==> config.mk <==
export PLATFORM = sky130hd
export DESIGN_NAME = two_class_priority_queue_unit
export DESIGN_NICKNAME = d
export VERILOG_FILES = /design/src/sv/tcpq_pkg.sv /design/src/sv/two_class_priority_queue_unit.sv /design/src/sv/tcpq_slot_mem.sv /design/src/sv/tcpq_core.sv
export SDC_FILE = /design/constraint.sdc
export NUM_CORES = 1
export LEC_CHECK = 0
export ABC_AREA = 1
export BUFFER_PORTS_ARGS = -buffer_cell sky130_fd_sc_hd__buf_2
export CAP_MARGIN = 15
export CORE_ASPECT_RATIO = 1.4
export CORE_MARGIN = 3
export CORE_UTILIZATION = 50
export CTS_CLUSTER_SIZE = 28
export DETAILED_ROUTE_END_ITERATION = 8
export HOLD_SLACK_MARGIN = 0.05
export MAX_ROUTING_LAYER = met4
export PLACE_DENSITY = 0.64
export SYNTH_ARGS = -nofsm -noshare
export SYNTH_HDL_FRONTEND = slang
export SYNTH_SLANG_ARGS = --single-unit
==> constraint.sdc <==
create_clock -name clk -period 7.9 [get_ports clk]
set_input_delay 0.395 -clock clk [delete_from_list [all_inputs] [get_ports clk]]
set_output_delay 0.395 -clock clk [all_outputs]
set_load 0.01 [all_outputs]
==> src/sv/tcpq_pkg.sv <==
// Package for the two-class priority queue: word types, codes and defaults.
// Depends on nothing; the unit and the core import it.
`default_nettype none

package tcpq_pkg;

    localparam int DEPTH_DEFAULT       = 16;
    localparam int TICKET_BITS_DEFAULT = 16;
    localparam int TICKET_W            = 16;
    localparam int AGE_W               = 7;
    localparam int COUNT_W             = 5;
    localparam logic [AGE_W-1:0] THRESHOLD_RESET = 7'd60;

    typedef enum logic [1:0] {
        OP_ENQUEUE = 2'd0,
        OP_DEQUEUE = 2'd1,
        OP_MARK    = 2'd2,
        OP_REMOVE  = 2'd3
    } op_t;

    typedef enum logic [1:0] {
        ST_OK        = 2'd0,
        ST_EMPTY     = 2'd1,
        ST_NOT_FOUND = 2'd2,
        ST_FULL      = 2'd3
    } status_t;

    typedef enum logic [2:0] {
        S_IDLE,
        S_SHIFT_RD,
        S_SHIFT_WR,
        S_PUT,
        S_SCAN_RD,
        S_SCAN_CHK,
        S_DONE
    } state_t;

    typedef struct packed {
        op_t                 operation;
        logic [TICKET_W-1:0] ticket;
        logic [AGE_W-1:0]    age;
        logic                health_worker;
    } in_word_t;

    typedef struct packed {
        status_t             status;
        logic [TICKET_W-1:0] out_ticket;
        logic [AGE_W-1:0]    out_age;
        logic                out_priority;
        logic                out_emergency;
        logic [COUNT_W-1:0]  entry_count;
    } out_word_t;

endpackage

`default_nettype wire

==> src/sv/two_class_priority_queue_unit.sv <==
// Two-class priority queue. Words arrive on the in channel (valid/ready) as an
// operation: enqueue, dequeue head, mark emergency by ticket, remove by ticket.
// Each accepted word yields exactly one result word on the out channel
// (valid/ready) with a status, the returned entry and the entry count.
// Priority entries (age at or above the threshold, health workers, emergencies)
// sit ahead of normal ones; each class keeps arrival order.
// The threshold register is written on the cfg channel (valid/ready, always
// ready) and resets to 60. Write it only while the queue is idle.
// One word is in work at a time. All slot moves go through a single slot
// memory with one write and one registered read port, a read step and then
// a write or check step per slot. An enqueue shifts each entry behind the
// insert point; dequeue and remove scan every entry; marking scans every
// entry and also shifts the entries between the priority section's end and
// a normal entry that it lifts into that section. A full or empty rejection
// skips the memory. in_ready rises with out_valid.
// If the receiver stalls with a result still held, the next word finishes
// but waits in the core until the output register frees.
// Reset empties the queue at once; slot contents are not cleared.
// Depends on tcpq_pkg and tcpq_core.
`default_nettype none

module two_class_priority_queue_unit #(
    parameter int DEPTH       = tcpq_pkg::DEPTH_DEFAULT,
    parameter int TICKET_BITS = tcpq_pkg::TICKET_BITS_DEFAULT
) (
    input  wire logic                        clk,
    input  wire logic                        rst_n,
    input  wire logic                        cfg_valid,
    output logic                             cfg_ready,
    input  wire logic [tcpq_pkg::AGE_W-1:0]  cfg_data,
    input  wire logic                        in_valid,
    output logic                             in_ready,
    input  wire tcpq_pkg::in_word_t          in_data,
    output logic                             out_valid,
    input  wire logic                        out_ready,
    output tcpq_pkg::out_word_t              out_data
);

    import tcpq_pkg::*;

    logic [AGE_W-1:0] threshold_reg;
    logic             out_valid_reg, out_valid_next;
    out_word_t        out_data_reg;
    logic             core_idle;
    logic             core_done;
    logic             core_ack;
    out_word_t        core_result;

    tcpq_core #(
        .DEPTH       (DEPTH),
        .TICKET_BITS (TICKET_BITS)
    ) u_core (
        .clk       (clk),
        .rst_n     (rst_n),
        .start     (in_valid & core_idle),
        .in_word   (in_data),
        .idle      (core_idle),
        .threshold (threshold_reg),
        .done      (core_done),
        .ack       (core_ack),
        .result    (core_result)
    );

    assign core_ack       = core_done & (~out_valid_reg | out_ready);
    assign out_valid_next = core_ack | (out_valid_reg & ~out_ready);

    always_ff @(posedge clk or negedge rst_n)
    begin
        if (!rst_n)
        begin
            threshold_reg <= THRESHOLD_RESET;
            out_valid_reg <= 1'b0;
        end
        else
        begin
            if (cfg_valid)
            begin
                threshold_reg <= cfg_data;
            end
            out_valid_reg <= out_valid_next;
        end
    end

    always_ff @(posedge clk)
    begin
        if (core_ack)
        begin
            out_data_reg <= core_result;
        end
    end

    assign cfg_ready = 1'b1;
    assign in_ready  = core_idle;
    assign out_valid = out_valid_reg;
    assign out_data  = out_data_reg;

endmodule

`default_nettype wire

==> src/sv/tcpq_slot_mem.sv <==
// Slot memory of the queue: one write port and one registered read port.
// Depends on nothing outside this file.
`default_nettype none

module tcpq_slot_mem #(
    parameter int DEPTH = 16,
    parameter int WIDTH = 25
) (
    input  wire logic                     clk,
    input  wire logic                     rd_en,
    input  wire logic [$clog2(DEPTH)-1:0] rd_addr,
    output logic      [WIDTH-1:0]         rd_data,
    input  wire logic                     wr_en,
    input  wire logic [$clog2(DEPTH)-1:0] wr_addr,
    input  wire logic [WIDTH-1:0]         wr_data
);

    logic [WIDTH-1:0] mem [DEPTH];

    always_ff @(posedge clk)
    begin
        if (wr_en)
        begin
            mem[wr_addr] <= wr_data;
        end
    end

    always_ff @(posedge clk)
    begin
        if (rd_en)
        begin
            rd_data <= mem[rd_addr];
        end
    end

endmodule

`default_nettype wire

==> src/sv/tcpq_core.sv <==
// Sequencer of the queue: walks the slot memory one slot per step to insert,
// shift, compact and mark entries. Depends on tcpq_pkg and tcpq_slot_mem.
`default_nettype none

module tcpq_core #(
    parameter int DEPTH       = tcpq_pkg::DEPTH_DEFAULT,
    parameter int TICKET_BITS = tcpq_pkg::TICKET_BITS_DEFAULT
) (
    input  wire logic                          clk,
    input  wire logic                          rst_n,
    input  wire logic                          start,
    input  wire tcpq_pkg::in_word_t            in_word,
    output logic                               idle,
    input  wire logic [tcpq_pkg::AGE_W-1:0]    threshold,
    output logic                               done,
    input  wire logic                          ack,
    output tcpq_pkg::out_word_t                result
);

    import tcpq_pkg::*;

    localparam int TW = (TICKET_BITS < TICKET_W) ? TICKET_BITS : TICKET_W;
    localparam int EW = TW + AGE_W + 2;
    localparam int AW = $clog2(DEPTH);
    localparam int CW = $clog2(DEPTH + 1);

    state_t           state_reg, state_next;
    op_t              op_reg, op_next;
    status_t          status_reg, status_next;
    logic [CW-1:0]    n_reg, n_next;
    logic [CW-1:0]    pc_reg, pc_next;
    logic [CW-1:0]    i_reg, i_next;
    logic [CW-1:0]    k_reg, k_next;
    logic [CW-1:0]    j_reg, j_next;
    logic [CW-1:0]    stop_reg, stop_next;
    logic [TW-1:0]    tk_reg, tk_next;
    logic             found_reg, found_next;
    logic [EW-1:0]    put_reg, put_next;
    logic [TW-1:0]    res_tk_reg, res_tk_next;
    logic [AGE_W-1:0] res_age_reg, res_age_next;
    logic             res_pri_reg, res_pri_next;
    logic             res_emg_reg, res_emg_next;

    logic             rd_en;
    logic [AW-1:0]    rd_addr;
    logic [EW-1:0]    rd_data;
    logic             wr_en;
    logic [AW-1:0]    wr_addr;
    logic [EW-1:0]    wr_data;

    logic [TW-1:0]    rd_tk;
    logic             rd_pri;
    logic             match;
    logic             new_pri;
    logic [CW-1:0]    new_stop;
    logic [CW-1:0]    j_less;

    tcpq_slot_mem #(
        .DEPTH (DEPTH),
        .WIDTH (EW)
    ) u_mem (
        .clk     (clk),
        .rd_en   (rd_en),
        .rd_addr (rd_addr),
        .rd_data (rd_data),
        .wr_en   (wr_en),
        .wr_addr (wr_addr),
        .wr_data (wr_data)
    );

    assign rd_tk    = rd_data[EW-1 -: TW];
    assign rd_pri   = rd_data[1];
    assign match    = (op_reg == OP_DEQUEUE) ? (i_reg == '0) : (rd_tk == tk_reg);
    assign new_pri  = (in_word.age >= threshold) | in_word.health_worker;
    assign new_stop = new_pri ? pc_reg : n_reg;
    assign j_less   = j_reg - 1'b1;

    always_ff @(posedge clk or negedge rst_n)
    begin
        if (!rst_n)
        begin
            state_reg <= S_IDLE;
            n_reg     <= '0;
            pc_reg    <= '0;
        end
        else
        begin
            state_reg <= state_next;
            n_reg     <= n_next;
            pc_reg    <= pc_next;
        end
    end

    always_ff @(posedge clk)
    begin
        op_reg      <= op_next;
        status_reg  <= status_next;
        i_reg       <= i_next;
        k_reg       <= k_next;
        j_reg       <= j_next;
        stop_reg    <= stop_next;
        tk_reg      <= tk_next;
        found_reg   <= found_next;
        put_reg     <= put_next;
        res_tk_reg  <= res_tk_next;
        res_age_reg <= res_age_next;
        res_pri_reg <= res_pri_next;
        res_emg_reg <= res_emg_next;
    end

    always_comb
    begin
        state_next   = state_reg;
        op_next      = op_reg;
        status_next  = status_reg;
        n_next       = n_reg;
        pc_next      = pc_reg;
        i_next       = i_reg;
        k_next       = k_reg;
        j_next       = j_reg;
        stop_next    = stop_reg;
        tk_next      = tk_reg;
        found_next   = found_reg;
        put_next     = put_reg;
        res_tk_next  = res_tk_reg;
        res_age_next = res_age_reg;
        res_pri_next = res_pri_reg;
        res_emg_next = res_emg_reg;
        rd_en        = 1'b0;
        rd_addr      = '0;
        wr_en        = 1'b0;
        wr_addr      = '0;
        wr_data      = rd_data;
        done         = 1'b0;

        case (state_reg)
            S_IDLE:
            begin
                if (start)
                begin
                    op_next      = in_word.operation;
                    tk_next      = in_word.ticket[TW-1:0];
                    status_next  = ST_OK;
                    found_next   = 1'b0;
                    res_tk_next  = '0;
                    res_age_next = '0;
                    res_pri_next = 1'b0;
                    res_emg_next = 1'b0;
                    i_next       = '0;
                    k_next       = '0;
                    if (in_word.operation == OP_ENQUEUE)
                    begin
                        if (n_reg == CW'(DEPTH))
                        begin
                            status_next = ST_FULL;
                            state_next  = S_DONE;
                        end
                        else
                        begin
                            put_next   = {in_word.ticket[TW-1:0], in_word.age, new_pri, 1'b0};
                            stop_next  = new_stop;
                            j_next     = n_reg;
                            state_next = (n_reg > new_stop) ? S_SHIFT_RD : S_PUT;
                        end
                    end
                    else if (n_reg == '0)
                    begin
                        status_next = ST_EMPTY;
                        state_next  = S_DONE;
                    end
                    else
                    begin
                        state_next = S_SCAN_RD;
                    end
                end
            end

            S_SHIFT_RD:
            begin
                rd_en      = 1'b1;
                rd_addr    = j_less[AW-1:0];
                state_next = S_SHIFT_WR;
            end

            S_SHIFT_WR:
            begin
                wr_en      = 1'b1;
                wr_addr    = j_reg[AW-1:0];
                wr_data    = rd_data;
                j_next     = j_less;
                state_next = (j_less > stop_reg) ? S_SHIFT_RD : S_PUT;
            end

            S_PUT:
            begin
                wr_en   = 1'b1;
                wr_addr = stop_reg[AW-1:0];
                wr_data = put_reg;
                if (op_reg == OP_ENQUEUE)
                begin
                    n_next     = n_reg + 1'b1;
                    pc_next    = pc_reg + CW'(put_reg[1]);
                    state_next = S_DONE;
                end
                else
                begin
                    pc_next    = pc_reg + 1'b1;
                    state_next = S_SCAN_RD;
                end
            end

            S_SCAN_RD:
            begin
                if (i_reg < n_reg)
                begin
                    rd_en      = 1'b1;
                    rd_addr    = i_reg[AW-1:0];
                    state_next = S_SCAN_CHK;
                end
                else
                begin
                    if (op_reg != OP_MARK)
                    begin
                        n_next = k_reg;
                    end
                    if (op_reg != OP_DEQUEUE && !found_reg)
                    begin
                        status_next = ST_NOT_FOUND;
                    end
                    state_next = S_DONE;
                end
            end

            S_SCAN_CHK:
            begin
                i_next     = i_reg + 1'b1;
                state_next = S_SCAN_RD;
                if (op_reg == OP_MARK)
                begin
                    if (match)
                    begin
                        found_next = 1'b1;
                        if (rd_pri)
                        begin
                            wr_en   = 1'b1;
                            wr_addr = i_reg[AW-1:0];
                            wr_data = {rd_data[EW-1:1], 1'b1};
                        end
                        else
                        begin
                            // A normal match moves to the end of the priority section.
                            put_next   = {rd_data[EW-1:2], 2'b11};
                            stop_next  = pc_reg;
                            j_next     = i_reg;
                            state_next = (i_reg > pc_reg) ? S_SHIFT_RD : S_PUT;
                        end
                    end
                end
                else
                begin
                    if (match)
                    begin
                        found_next   = 1'b1;
                        res_tk_next  = rd_tk;
                        res_age_next = rd_data[AGE_W+1:2];
                        res_pri_next = rd_pri;
                        res_emg_next = rd_data[0];
                        if (rd_pri)
                        begin
                            pc_next = pc_reg - 1'b1;
                        end
                    end
                    else
                    begin
                        wr_en   = 1'b1;
                        wr_addr = k_reg[AW-1:0];
                        wr_data = rd_data;
                        k_next  = k_reg + 1'b1;
                    end
                end
            end

            S_DONE:
            begin
                done = 1'b1;
                if (ack)
                begin
                    state_next = S_IDLE;
                end
            end

            default:
            begin
                state_next = S_IDLE;
            end
        endcase
    end

    assign idle                 = (state_reg == S_IDLE);
    assign result.status        = status_reg;
    assign result.out_ticket    = TICKET_W'(res_tk_reg);
    assign result.out_age       = res_age_reg;
    assign result.out_priority  = res_pri_reg;
    assign result.out_emergency = res_emg_reg;
    assign result.entry_count   = COUNT_W'(n_reg);

endmodule

`default_nettype wire
### Word level (Yosys, flattened, before mapping)

Memories as Yosys holds them, arrays and structs flattened. A register that Yosys moved wholly into a read port is not among the register bits.
Index checks and enable logic that the tools add are counted.

* add/subtract/negate cells: 7
* magnitude comparators: 5
* eq/ne operators: 26
* mux-type cells: 96
* bitwise logic cells: 8
* reduce and logical (&&, ||, !) cells: 24

Operator list (count)
* 25-bit two-way mux: 6
* 5-bit two-way mux: 23
* 25-bit case mux with 2 select lines: 2
* 5-bit case mux with 2 select lines: 5
* 16-bit two-way mux: 3
* 16-bit case mux with 2 select lines: 1
* 2-bit two-way mux: 14
* 3-bit two-way mux: 7
* 7-bit two-way mux: 3
* 3-bit case mux with 7 select lines: 1
* 5-bit by 1-bit adder with 5-bit output, second input constant: 4
* 4-bit two-way mux: 5
* 4-bit AND reduction: 5
* 16-bit == test: 1
* 1-bit two-way mux: 16
* 2-bit by 1-bit != test with 1-bit output, second input constant: 8
* 2-bit != test, second input constant: 8
* 5-bit > comparator: 3
* 5-bit case mux with 3 select lines: 1
* 7-bit case mux with 2 select lines: 1
* 7-bit AND reduction: 2
* 4-bit case mux with 3 select lines: 1
* 5-bit zero test: 2
* 1-bit case mux with 2 select lines: 5
* 24 further kinds: 39

* register bits: 144
* bits in writable memories: 400
* input bits: 38
* logic and storage cells: 191
* memories: 1

Memory list
* u_core.u_mem.mem: depth 16, width 25, read ports 1, clocked after memory_dff 1, write ports 1, RTL line tcpq_slot_mem.sv:18 `logic [WIDTH-1:0] mem [DEPTH];`

### Logic depth before layout (Yosys ltp)

* depth after elaboration: 9
* gate-level depth with buffers: 19
* gate-level depth less buffers: 19

### Modules after synthesis

From an unflattened synthesis, not the netlist that was laid out.

* cells, all modules: 2430
* area total of the unflattened synthesis: 25493.2 sq um

By module, submodules not included
* tcpq_slot_mem: instances 1, cells an instance 1662, area an instance 18102.4 sq um, sequential area each 12762.2 sq um
* tcpq_core: instances 1, cells an instance 697, area an instance 6075.8 sq um, sequential area each 3057.9 sq um
* two_class_priority_queue_unit: instances 1, cells an instance 71, area an instance 1315.0 sq um, sequential area each 1166.1 sq um

### Least setup slack after synthesis

No wires, ideal clock.

* kind: register to register
* start: register u_core.state_reg[1]
* end: register u_core.put_reg[0] (enable)
* data arrival time: 3.477 ns
* data required time: 7.483 ns
* setup slack: 4.007 ns
* cell stages (with the launch flop): 10
* buffers on the path: 0
* clock period less this slack: 3.893 ns
* path through: dfrtp_1 -> nor2_1 -> inv_2 -> nor2_1 -> inv_1 -> nor2_1 -> inv_1 -> nand2_1 -> nand2_1 -> nor2_1

* word-level cells in the longest chain between the ends: 4

RTL lines
* from (decl): RTL line tcpq_core.sv:27 `state_t state_reg, state_next;`
* from (signal assigned): RTL line tcpq_core.sv:88 `state_reg <= state_next;`
* 3-bit zero test *: RTL line tcpq_core.sv:299 `assign idle = (state_reg == S_IDLE);`
* named net in_ready: RTL line two_class_priority_queue_unit.sv:32 `output logic in_ready,`
* 1-bit AND: RTL line two_class_priority_queue_unit.sv:55 `.start (in_valid & core_idle),`
* 2-bit by 1-bit != test with 1-bit output (no source line)
* 7-bit AND reduction (no source line) *
* to (signal assigned): RTL line tcpq_core.sv:104 `put_reg <= put_next;`
* to (decl): RTL line tcpq_core.sv:38 `logic [EW-1:0] put_reg, put_next;`

Mark *: on every way through the listed nets, which the timed path passes. The rest lies on a longest branch.
A chain may end at the register's enable or synchronous reset.

### Worst setup path in the final report

* start: register u_core.n_reg[2]
* end: register u_core.u_mem.rd_data[12], read port of u_core.u_mem.mem (data pin)

* word-level cells in the longest chain between the ends: 3

RTL lines
* from (decl): RTL line tcpq_core.sv:30 `logic [CW-1:0] n_reg, n_next;`
* from (signal assigned): RTL line tcpq_core.sv:89 `n_reg <= n_next;`
* 5-bit < comparator *: RTL line tcpq_core.sv:214 `if (i_reg < n_reg)`
* 4-bit two-way mux or 1-bit two-way mux (tied branches): RTL line tcpq_core.sv:214
* 4-bit case mux with 2 select lines or 1-bit case mux with 2 select lines (tied branches): RTL line tcpq_core.sv:136 `case (state_reg)`
* to (decl): RTL line tcpq_slot_mem.sv:12 `output logic [WIDTH-1:0] rd_data,`

Every way passes the cells marked *; elsewhere a longest branch is shown, timed or not.

==> flow_metrics.tcl <==
set metrics [dict create \
    slew_headroom_pct 29.0 \
    startpoint "u_core.n_reg[2]$_DFFE_PN0P_" \
    die_x_um 194 \
    p_seq_share_pct 41.2 \
    core-area_um2 48500 \
    swShare_pct 37.9 \
    hold_path_class "in -> reg" \
    r2r_end "u_core.u_mem.rd_data[12]$_DFFE_PP_" \
    leakagePower_nw 10.9 \
    dp_cells 2877 \
    final_cell_mix "743 x nand2_1, 548 x edfxtp_1, 334 x nand3_1, 131 x inv_1, 81 x o21ai_0" \
    reg2reg_slack_ns 3.67 \
    cts_buffers 54 \
    syn-instance-count 2251 \
    hpwl_mm 37.9 \
    netSwitchingPower_mw 4.36 \
    clk_pin_slew_worst_paths_ns 0.06 \
    path_max_fanout 147 \
    placed_cell_area_um2 25800 \
    power_density_nw_per_um2 412 \
    hold_violations 0 \
    grt_max_degree 148 \
    drive_above_1_share_pct 10.4 \
    dr.pass1.iters 6 \
    grt-ovfl-total 0 \
    area_growth_pct 12.9 \
    fp-row-count 95 \
    hold_buffers 25 \
    insertion_delay_ns 0.60 \
    fmax_ghz 0.237 \
    power_frac_comb_pct 35.1 \
    antenna_found_initial 0 \
    skew_ns 0.0303 \
    htree_levels 2 \
    ys_types 43 \
    die-area_um2 52300 \
    post_drt_wl_per_cell_um 21.0 \
    grt_use_total_pct 24.4 \
    cts.repair.resized 0 \
    cp.required_ns 8.26 \
    final_core_util_pct 57.6 \
    largest_reg_flops 400 \
    synth-simple-area-share_pct 20.0 \
    synth_top_area_share_pct 66.5 \
    r2r_start "u_core.n_reg[2]$_DFFE_PN0P_" \
    grt_pass1_wl_mm 97.6 \
    yosys.area_share.adder_pct 1.90 \
    period_share_pct 53.5 \
    rsz0062_at_grt "false" \
    num_vias 16900 \
    start_util_pct 51.0 \
    worstSetupEndpointType "register" \
    peakVddDrop_uv 247 \
    cts_sinks 569 \
    critPathLaunchType "register" \
    die_y_um 269 \
    viasPerCell 5.63 \
    finalNonFillerCells 3001 \
    synth_warnings 0 \
    place.port_buffers 71 \
    num_io_pins 73 \
    fin_nets 2403 \
    antenna_left 0 \
    critPathKind "reg -> reg" \
    tns_ns 0 \
    max_cap_viol_count 0 \
    grt_busiest_layer "met2" \
    drcViolationCount 0 \
    slew_violations 0 \
    r2r_cells 12 \
    whs_ns 0.0647 \
    n_fill_cell 3977 \
    syn-num-nets 2326 \
    period_needed_ns 4.23 \
    p_int_mw 7.16 \
    cts_setup_buffers 0 \
    setup_viol 0 \
    synth.area.top_cells "edfxtp_1 66%, nand2_1 11%, nand3_1 6.8%, inv_1 2.0%, ha_1 1.8%" \
    ys_seq_elements 569 \
    worstMarginPinSlew_ns 1.06 \
    synth_top_family_by_area "simple AND/OR/NAND/NOR gates" \
    arrival_ns 4.58 \
    ys_seq_area_share_pct 68.6 \
    syn_area_um2 24800 \
    grt_pass1_vias 16900 \
    clock_path_buffers 3 \
    muxShareOfSynthArea_pct 0.0455 \
    cts_tree "built" \
    crit_path_end "u_core.u_mem.rd_data[12]$_DFFE_PP_" \
    status "completed" \
    drt-total-wl_mm 63.0 \
    use_met3_pct 2.93 \
    grtUsageMet2_pct 40.3 \
    syn_area_per_cell_um2 11.0 \
    yosys.area.top_type "edfxtp_1" \
    synth_compound_gate_area_share_pct 4.19 \
    finalInstanceArea_um2 28000 \
    clkPwrFrac_pct 23.7 \
    gp_congestion 0.935 \
    n_antenna_cell 0 \
    synth_xor_area_share_pct 0.672 \
    clockRootBuffer "clkbuf_16" \
    final_common_cell "nand2_1" \
    use_met1_pct 31.6 \
    first_iter_violations 1717 \
]
[worst min-delay path by stage]
stage                     depth (start not counted)                          startpoint                      endpoint  slack (ns)
after floorplan                                   0                               rst_n           out_valid$_DFF_PN0_         0.1
after CTS                                         3                         cfg_data[6]  threshold_reg[6]$_DFFE_PN0P_        0.05
after global placement                            0  u_core.res_tk_reg[9]$_SDFFCE_PN0P_        out_data[23]$_DFFE_PP_        0.40
final                                             3                         cfg_data[6]  threshold_reg[6]$_DFFE_PN0P_        0.06
after global routing                              3                         cfg_data[6]  threshold_reg[6]$_DFFE_PN0P_        0.08
after detailed placement                          0  u_core.res_tk_reg[4]$_SDFFCE_PN0P_        out_data[18]$_DFFE_PP_        0.40
[critical path, stage by stage, from the launching register on]
cell and delay, ns:
dfrtp_1 0.43, inv_1 0.21, ha_1 0.29, a21oi_1 0.13
o21a_1 0.24, nand4_4 0.53, nand2_8 0.92, buf_4 0.60
nand2_1 0.11, o211ai_1 0.12, nand3_1 0.14, nand3_1 0.11
nand2_1 0.06
[cell usage after synthesis (all sizes together)]
cell	instances
a21o	1
a21oi	33
a22oi	5
a311oi	1
a31oi	1
a41oi	1
buf	67
clkbuf	51
clkinv	1
conb	1
dfrtp	17
dfstp	4
edfxtp	548
fa	1
ha	36
inv	139
mux2	1
nand2	745
nand3	335
nand4	11
nor2	93
nor3	6
o211ai	27
o21a	2
o21ai	87
o21bai	2
o221ai	5
o22ai	10
or2	1
xnor2	14
xor2	5
[cells by family after synthesis]
family | after synthesis
adder cells (fa/ha/maj) | 37
AO/OA/AOI/OAI | 175
multiplexers | 1
flip-flops | 569
other | 1
AND/OR/NAND/NOR | 1191
XOR/XNOR | 19
buffers and inverters | 258
[through the flow]
stage / worst slack (ns) / total power, mW
2_1_floorplan: 4.01 / 7.25
3_3_place_gp: 3.75 / 8.71
3_5_place_dp: 3.70 / 8.79
4_1_cts: 3.69 / 11.5
5_1_grt: 3.35 / 12.2
6_report: 3.67 / 11.5
[power by group through the flow]
stage	Sequential, mW	Combinational, mW	Clock (mW)
after floorplan	4.73	2.52	0
after global placement	4.79	3.92	0
after detailed placement	4.81	3.98	0
after CTS	4.75	4.02	2.77
after global routing	4.79	4.46	2.89
final	4.75	4.04	2.73
[routing by layer]
| layer | part of all wire (%) | wire length (um) |
|---|---|---|
| met1 | 41 | 25900 |
| met2 | 50 | 31200 |
| met3 | 6.1 | 3840 |
| met4 | 3.2 | 2040 |
| met5 | 0 | 0 |
[final cells by class]
| class | count | area, um2 | area share (%) |
|---|---|---|---|
| Tap cell | 630 | 788 | 2.82 |
| Timing Repair Buffer | 139 | 928 | 3.32 |
| Inverter | 140 | 526 | 1.88 |
| Clock buffer | 70 | 1480 | 5.30 |
| Sequential cell | 569 | 17000 | 60.8 |
| Clock inverter | 29 | 400 | 1.43 |
| Multi-Input combinational cell | 1424 | 6840 | 24.5 |
No activity file was read; power rests on OpenSTA's default activity.
